[config.mk]
export PLATFORM = sky130hd
export DESIGN_NAME = hamming_codec_unit
export DESIGN_NICKNAME = d
export VERILOG_FILES = /design/src/hw/rtl/hcodec_pkg.sv /design/src/hw/rtl/hcodec_cfg.sv /design/src/hw/rtl/hcodec_core.sv /design/src/hw/rtl/hamming_codec_unit.sv
export SDC_FILE = /design/constraint.sdc
export NUM_CORES = 1
export LEC_CHECK = 0
export BUFFER_PORTS_ARGS = -buffer_cell sky130_fd_sc_hd__buf_2
export CORE_MARGIN = 1.5
export CORE_UTILIZATION = 44
export DETAILED_ROUTE_END_ITERATION = 12
export GPL_TIMING_DRIVEN = 0
export PLACE_DENSITY = 0.71
export SLEW_MARGIN = 15
export SYNTH_ARGS = -nofsm -noshare
export SYNTH_HDL_FRONTEND = slang
export SYNTH_SLANG_ARGS = --single-unit
export TNS_END_PERCENT = 30
[constraint.sdc]
create_clock -name clk -period 8.6 [get_ports clk]
set_input_delay 0.43 -clock clk [delete_from_list [all_inputs] [get_ports clk]]
set_output_delay 0.43 -clock clk [all_outputs]
set_load 0.005 [all_outputs]
[src/hw/rtl/hcodec_pkg.sv]
`timescale 1ns / 1ps

package hcodec_pkg;

  localparam int CODE_W  = 63;
  localparam int DATA_W  = 57;
  localparam int POS_W   = 6;
  localparam int STAT_W  = 2;
  localparam int LEN_W   = 6;
  localparam int GROUP_N = 6;

  localparam logic [LEN_W-1:0] DATA_LEN_MAX   = 6'd57;
  localparam logic [LEN_W-1:0] CODE_LEN_RESET = 6'd63;

  typedef enum logic {
    REQ_ENCODE = 1'b0,
    REQ_DECODE = 1'b1
  } req_t;

  typedef enum logic [STAT_W-1:0] {
    ST_OK        = 2'd0,
    ST_CORRECTED = 2'd1,
    ST_BEYOND    = 2'd2
  } status_t;

  typedef struct packed {
    logic [LEN_W-1:0]  len;
    logic [CODE_W-1:0] mask;
  } code_cfg_t;

  typedef struct packed {
    status_t           status;
    logic [POS_W-1:0]  err_pos;
    logic [CODE_W-1:0] code;
  } result_t;

  // positions 1..CODE_W whose index has bit g set
  function automatic logic [CODE_W-1:0] group_mask(input int g);
    logic [CODE_W-1:0] w;
    w = '0;
    for (int k = 1; k <= CODE_W; k++) begin
      if (((k >> g) & 1) != 0) w[k-1] = 1'b1;
    end
    return w;
  endfunction

  // place data bits on the non-power-of-two positions in order
  function automatic logic [CODE_W-1:0] scatter(input logic [DATA_W-1:0] d);
    logic [CODE_W-1:0] w;
    int j;
    w = '0;
    j = 0;
    for (int k = 1; k <= CODE_W; k++) begin
      if ((k & (k - 1)) != 0) begin
        w[k-1] = d[j];
        j++;
      end
    end
    return w;
  endfunction

  // codeword length n = m + r for the requested data length
  function automatic logic [LEN_W-1:0] code_len(input logic [LEN_W-1:0] m);
    logic [LEN_W:0] me;
    logic [2:0]     r_sel;
    if (m == '0) begin
      me = 7'd1;
    end else if (m > DATA_LEN_MAX) begin
      me = {1'b0, DATA_LEN_MAX};
    end else begin
      me = {1'b0, m};
    end
    r_sel = 3'd6;
    for (int t = GROUP_N; t >= 0; t--) begin
      if ((1 << t) >= (int'(me) + t + 1)) r_sel = 3'(t);
    end
    return LEN_W'(me + {4'd0, r_sel});
  endfunction

  function automatic logic [CODE_W-1:0] code_mask(input logic [LEN_W-1:0] n);
    logic [64:0] w;
    w = (65'd1 << n) - 65'd1;
    return w[CODE_W-1:0];
  endfunction

endpackage

[src/hw/rtl/hcodec_cfg.sv]
`timescale 1ns / 1ps

module hcodec_cfg
  import hcodec_pkg::*;
(
  input  logic             clk,
  input  logic             rst,
  input  logic             cfg_we,
  input  logic [LEN_W-1:0] cfg_wdata,
  output code_cfg_t        cfg
);

  code_cfg_t code_cfg;
  logic [LEN_W-1:0] len_next;

  assign len_next = code_len(cfg_wdata);

  always_ff @(posedge clk) begin
    if (rst) begin
      code_cfg.len  <= CODE_LEN_RESET;
      code_cfg.mask <= '1;
    end else if (cfg_we) begin
      code_cfg.len  <= len_next;
      code_cfg.mask <= code_mask(len_next);
    end
  end

  assign cfg = code_cfg;

endmodule

[src/hw/rtl/hcodec_core.sv]
`timescale 1ns / 1ps

module hcodec_core
  import hcodec_pkg::*;
(
  input  req_t              req,
  input  logic [DATA_W-1:0] data,
  input  logic [CODE_W-1:0] code,
  input  code_cfg_t         cfg,
  output result_t           res
);

  logic [CODE_W-1:0]  word;
  logic [GROUP_N-1:0] par;
  logic [CODE_W-1:0]  enc_word;
  logic [CODE_W-1:0]  flip;

  assign word = ((req == REQ_ENCODE) ? scatter(data) : code) & cfg.mask;

  always_comb begin
    for (int g = 0; g < GROUP_N; g++) begin
      par[g] = ^(word & group_mask(g));
    end
  end

  always_comb begin
    enc_word = word;
    for (int g = 0; g < GROUP_N; g++) begin
      if (par[g]) enc_word[(1 << g) - 1] = 1'b1;
    end
  end

  assign flip = (par == '0) ? '0 : (CODE_W'(1) << (par - POS_W'(1)));

  always_comb begin
    res.code    = word;
    res.err_pos = '0;
    res.status  = ST_OK;
    if (req == REQ_ENCODE) begin
      res.code = enc_word;
    end else begin
      res.err_pos = par;
      if (par != '0) begin
        if (par <= cfg.len) begin
          res.code   = word ^ flip;
          res.status = ST_CORRECTED;
        end else begin
          res.status = ST_BEYOND;
        end
      end
    end
  end

endmodule

[src/hw/rtl/hamming_codec_unit.sv]
`timescale 1ns / 1ps

// Hamming single-error-correcting encoder and decoder.
// Input words arrive on the s_axis channel: tuser selects encode (0) or
// decode (1), tdata carries the data bits and the received codeword.
// Results leave on the m_axis channel: codeword, syndrome and status.
// cfg_we/cfg_wdata set the data length m; the codeword length n and its
// mask are worked out when the register is written. Write it only while
// no word is in flight.
// The accepting edge loads the input register; parity, syndrome and
// correction results are then loaded into the output register. A new
// word is taken every cycle while m_axis is drained.
// When m_axis_tready is low the result holds and the input register
// fills; s_axis_tready falls only when both stages hold a word.
// Reset empties both stages and sets the data length to 57 (n = 63).

module hamming_codec_unit
  import hcodec_pkg::*;
(
  input  logic         clk,
  input  logic         rst,
  input  logic         cfg_we,
  input  logic [5:0]   cfg_wdata,
  input  logic         s_axis_tvalid,
  output logic         s_axis_tready,
  input  logic [119:0] s_axis_tdata,   // data_in[56:0], code_in[119:57]
  input  logic         s_axis_tuser,   // req_type
  output logic         m_axis_tvalid,
  input  logic         m_axis_tready,
  output logic [71:0]  m_axis_tdata    // code_out[62:0], error_position[68:63],
                                       // status[70:69], zero[71]
);

  code_cfg_t         cfg;
  logic              in_valid;
  req_t              in_req;
  logic [DATA_W-1:0] in_data;
  logic [CODE_W-1:0] in_code;
  logic              out_valid;
  result_t           out_res;
  result_t           res;
  logic              out_load;

  hcodec_cfg u_cfg (
    .clk       (clk),
    .rst       (rst),
    .cfg_we    (cfg_we),
    .cfg_wdata (cfg_wdata),
    .cfg       (cfg)
  );

  hcodec_core u_core (
    .req  (in_req),
    .data (in_data),
    .code (in_code),
    .cfg  (cfg),
    .res  (res)
  );

  assign out_load      = !out_valid || m_axis_tready;
  assign s_axis_tready = !in_valid || out_load;

  always_ff @(posedge clk) begin
    if (rst) begin
      in_valid <= 1'b0;
    end else if (s_axis_tready) begin
      in_valid <= s_axis_tvalid;
    end
  end

  always_ff @(posedge clk) begin
    if (s_axis_tready && s_axis_tvalid) begin
      in_req  <= req_t'(s_axis_tuser);
      in_data <= s_axis_tdata[DATA_W-1:0];
      in_code <= s_axis_tdata[DATA_W+CODE_W-1:DATA_W];
    end
  end

  always_ff @(posedge clk) begin
    if (rst) begin
      out_valid <= 1'b0;
    end else if (out_load) begin
      out_valid <= in_valid;
    end
  end

  always_ff @(posedge clk) begin
    if (out_load && in_valid) begin
      out_res <= res;
    end
  end

  assign m_axis_tvalid = out_valid;
  assign m_axis_tdata  = {1'b0, out_res};

endmodule
==> results.py <==
metrics = {
    "outcome": {
        "status": "completed",
    },
    "sta": {
        "setup_viol_count_final": 0,
        "max_clock_freq_ghz": 0.1292,
        "slew_headroom": 0.3243,
        "min_period_ns": 7.740,
        "setup_ws_ns": 0.8597,
        "finalCritPeriodShare": 0.9000,
        "setup_tns_ns": 0,
        "skew_ns": 0.02270,
        "fin_hold_ws_ns": 0.04776,
        "rsz0062_at_grt": "false",
        "worstMarginPinSlew_ns": 1.006,
        "report.final.slew_viol_count": 0,
        "hold_violations": 0,
    },
    "synth": {
        "synth-edff-count": 192,
        "synth_nets": 1407,
        "synthTopCellsByArea": "edfxtp_1 (42%), dfxtp_1 (10%), xnor2_1 (8.6%)",
        "post_synth.cell_area_avg_sq_um": 10.96,
        "synthFlopType": "edfxtp_1",
        "syn_area_sq_um": 13710,
        "synthDistinctLibCells": 74,
        "synthCells": 1251,
        "synth_top_area_frac": 0.4207,
        "ys_ff_latch": 263,
        "synth_warnings": 0,
        "synth_area_leader_cell": "edfxtp_1",
        "synthMostInstantiatedCell": "edfxtp_1",
        "synth_seq_area_share": 0.5244,
        "synth_common_cells": "edfxtp_1 (192), xnor2_1 (135), nor2_1 (124)",
        "synthArstFlopShare": 0,
    },
    "floorplan": {
        "start_util": 0.4481,
        "ioPinCount": 206,
        "fp-row-count": 64,
        "die-area_sq_um": 32220,
        "fp.dieH_microns": 179.5,
        "core_sq_um": 30590,
        "die_w_microns": 179.5,
    },
    "cts": {
        "clk_pin_slew_ns": 0.06,
        "clockRootBuffer": "clkbuf_16",
        "holdBufCountCts": 0,
        "htreeDepth": 1,
        "cts-buffers-inserted": 28,
        "clock_latency_ns": 0.55,
        "ctsLongestPathBuffers": 3,
        "cts.sink_count": 263,
        "cts_tree": "done",
    },
    "placed_design": {
        "hpwl_mm": 31.55,
        "io_buffers": 200,
        "gp_congestion": 0.9703,
        "dpl_worst_slack_ns": -0.3402,
    },
    "global_route": {
        "grt_first_pass_wirelength_mm": 61.58,
        "overflow": 0,
        "grt_util_all_layers": 0.2484,
        "antenna_found_initial": 0,
        "grt_max_degree": 57,
        "grt_pass1_vias": 10340,
    },
    "drt": {
        "drc": 0,
        "ant_nets": 0,
        "drt-initial-drc-count": 941,
        "routedWlPerCell_microns": 21.27,
        "vias_per_cell": 5.472,
        "dr.pass1.iters": 8,
        "vias": 10410,
        "routed_wl_mm": 40.46,
    },
    "worst_setup_path": {
        "arrival_ns": 8.17,
        "cp-start-kind": "input port",
        "crit_path_end_kind": "register",
        "crit_fanout": 10,
        "slowest_stage": "nor2_2",
        "cp_data_required_time_ns": 9.03,
        "path_class": "input port to register",
        "max_stage_delay_ns": 0.48,
        "rrSetupSlack_ns": 2.25,
    },
    "finish": {
        "syn_to_final_growth_pct": 18.26,
        "layout.nets": 1641,
        "drive_above_1_share": 0.2078,
        "final_util": 0.5299,
        "diodes": 0,
    },
    "pwr": {
        "power.density_nw_per_um2": 386.6,
        "p_leak_nw": 6.167,
        "ir_worst_vdd_mv": 0.2828,
    },
    "run": {
        "drv_cap": 0,
    },
    "worst_hold_path": {
        "hold_path.class": "input port to register",
    },
}
==> layer usage <==
metal	part of all wire	vias up	GRT usage
li1	-	4881	-
met1	0.42	4972	0.3286
met2	0.47	459	0.4112
met3	0.067	95	0.03788
met4	0.043	0	0.09567
met5	0	-	0
==> worst max-delay path: cells and delay by family <==
| kind | cells | cell delay, ns |
|---|---|---|
| xor gates and xnor gates | 3 | 0.65 |
| and+or+nand+nor | 6 | 1.04 |
| AOI/OAI and AO/OA | 13 | 2.83 |
| adders and majority gates | 4 | 1.11 |
| buffers and inverters | 8 | 2.08 |
==> what timing repair did <==
action                     CTS  global route
gates resized for setup      0             7
setup endpoints to repair    0            31
buffers inserted             0             0
==> worst paths after layout <==
| path | startpoint | end | depth (start not counted) |
|---|---|---|---|
| setup / recovery | cfg_wdata[3] | u_cfg.cfg[52] | 34 |
| setup reg to reg | in_req | m_axis_tdata[24] | 24 |
| hold reg to reg | u_cfg.cfg[59] | u_cfg.cfg[59] | 1 |
| hold / removal | s_axis_tdata[52] | in_data[52] | 1 |
==> report_power, final <==
part | switching (W) | internal (W)
clock | 0.000490 | 0.000666
sequential | 0.0000519 | 0.00159
combinational | 0.00226 | 0.00121
total | 0.00281 | 0.00346
==> flip-flops by register name, summed over array words and instances (netlist names) <==
name / cells
in_valid: 1
m_axis_tdata: 71
in_code: 63
in_req: 1
m_axis_tvalid: 1
u_cfg.cfg: 69
in_data: 57
==> logic make-up (layout without fill, tap and decap cells) <==
kind of cell / Yosys count / in the layout / synth area share
and+or+nand+nor: 411 / 411 / 0.1426
buffers and inverters: 84 / 339 / 0.02702
xor gates and xnor gates: 185 / 185 / 0.1316
DFF: 263 / 263 / 0.5244
other: 1 / 1 / 0.0002736
muxes: 60 / 60 / 0.04985
adders and majority gates: 24 / 24 / 0.02246
AOI/OAI and AO/OA: 223 / 223 / 0.1018
==> per-stage QoR <==
step                instances  power (W)  cell area, sq um
floorplan                1251   0.004054             13710
global placement         1847   0.005001             15200
detailed placement       1851   0.005041             15310
global route             1902   0.006592             16210
finish                   1902   0.006267             16210
CTS                      1902   0.006205             16190
==> layout make-up <==
type                    count  area, sq um
clock buffers              38        779.5
inverters                  15        56.30
repair buffers            204         1096
flip-flops and latches    263         7187
plain buffers              69        316.6
well taps                 396        495.5
clock inverters            13        103.9
multi-input cells         904         6173
fillers                  2742        14380
==> cells in the final DEF (no fill, tap or decap), types with 5 or more instances in the layout <==
master     netlist  layout
xnor2_1        135     134
mux2_1          33      33
a21oi_1         73      73
o211ai_1        12      12
clkbuf_1        56      61
nor2b_1         18      17
ha_1            23      23
o21bai_1         6       6
clkbuf_16        0      29
dfxtp_1         71      71
xnor3_1          9       9
edfxtp_1       192     192
nor3_1          16      16
a31oi_1         11      11
nor2_1         124     123
xor2_1          34      34
a211o_1         22      22
buf_2            2     202
o31ai_1          6       6
o21ai_0         59      59
nand2_2          7       7
inv_1           14      14
nand3_1         27      27
nand2_1        122     122
mux2_2          22      22
nand4_1          6       6
xnor2_2          4       5
nand2b_1        38      38
buf_6            6       6
and2_1          16      15
or2_2            7       7
Note: power is estimated with default switching activity, not from simulation.
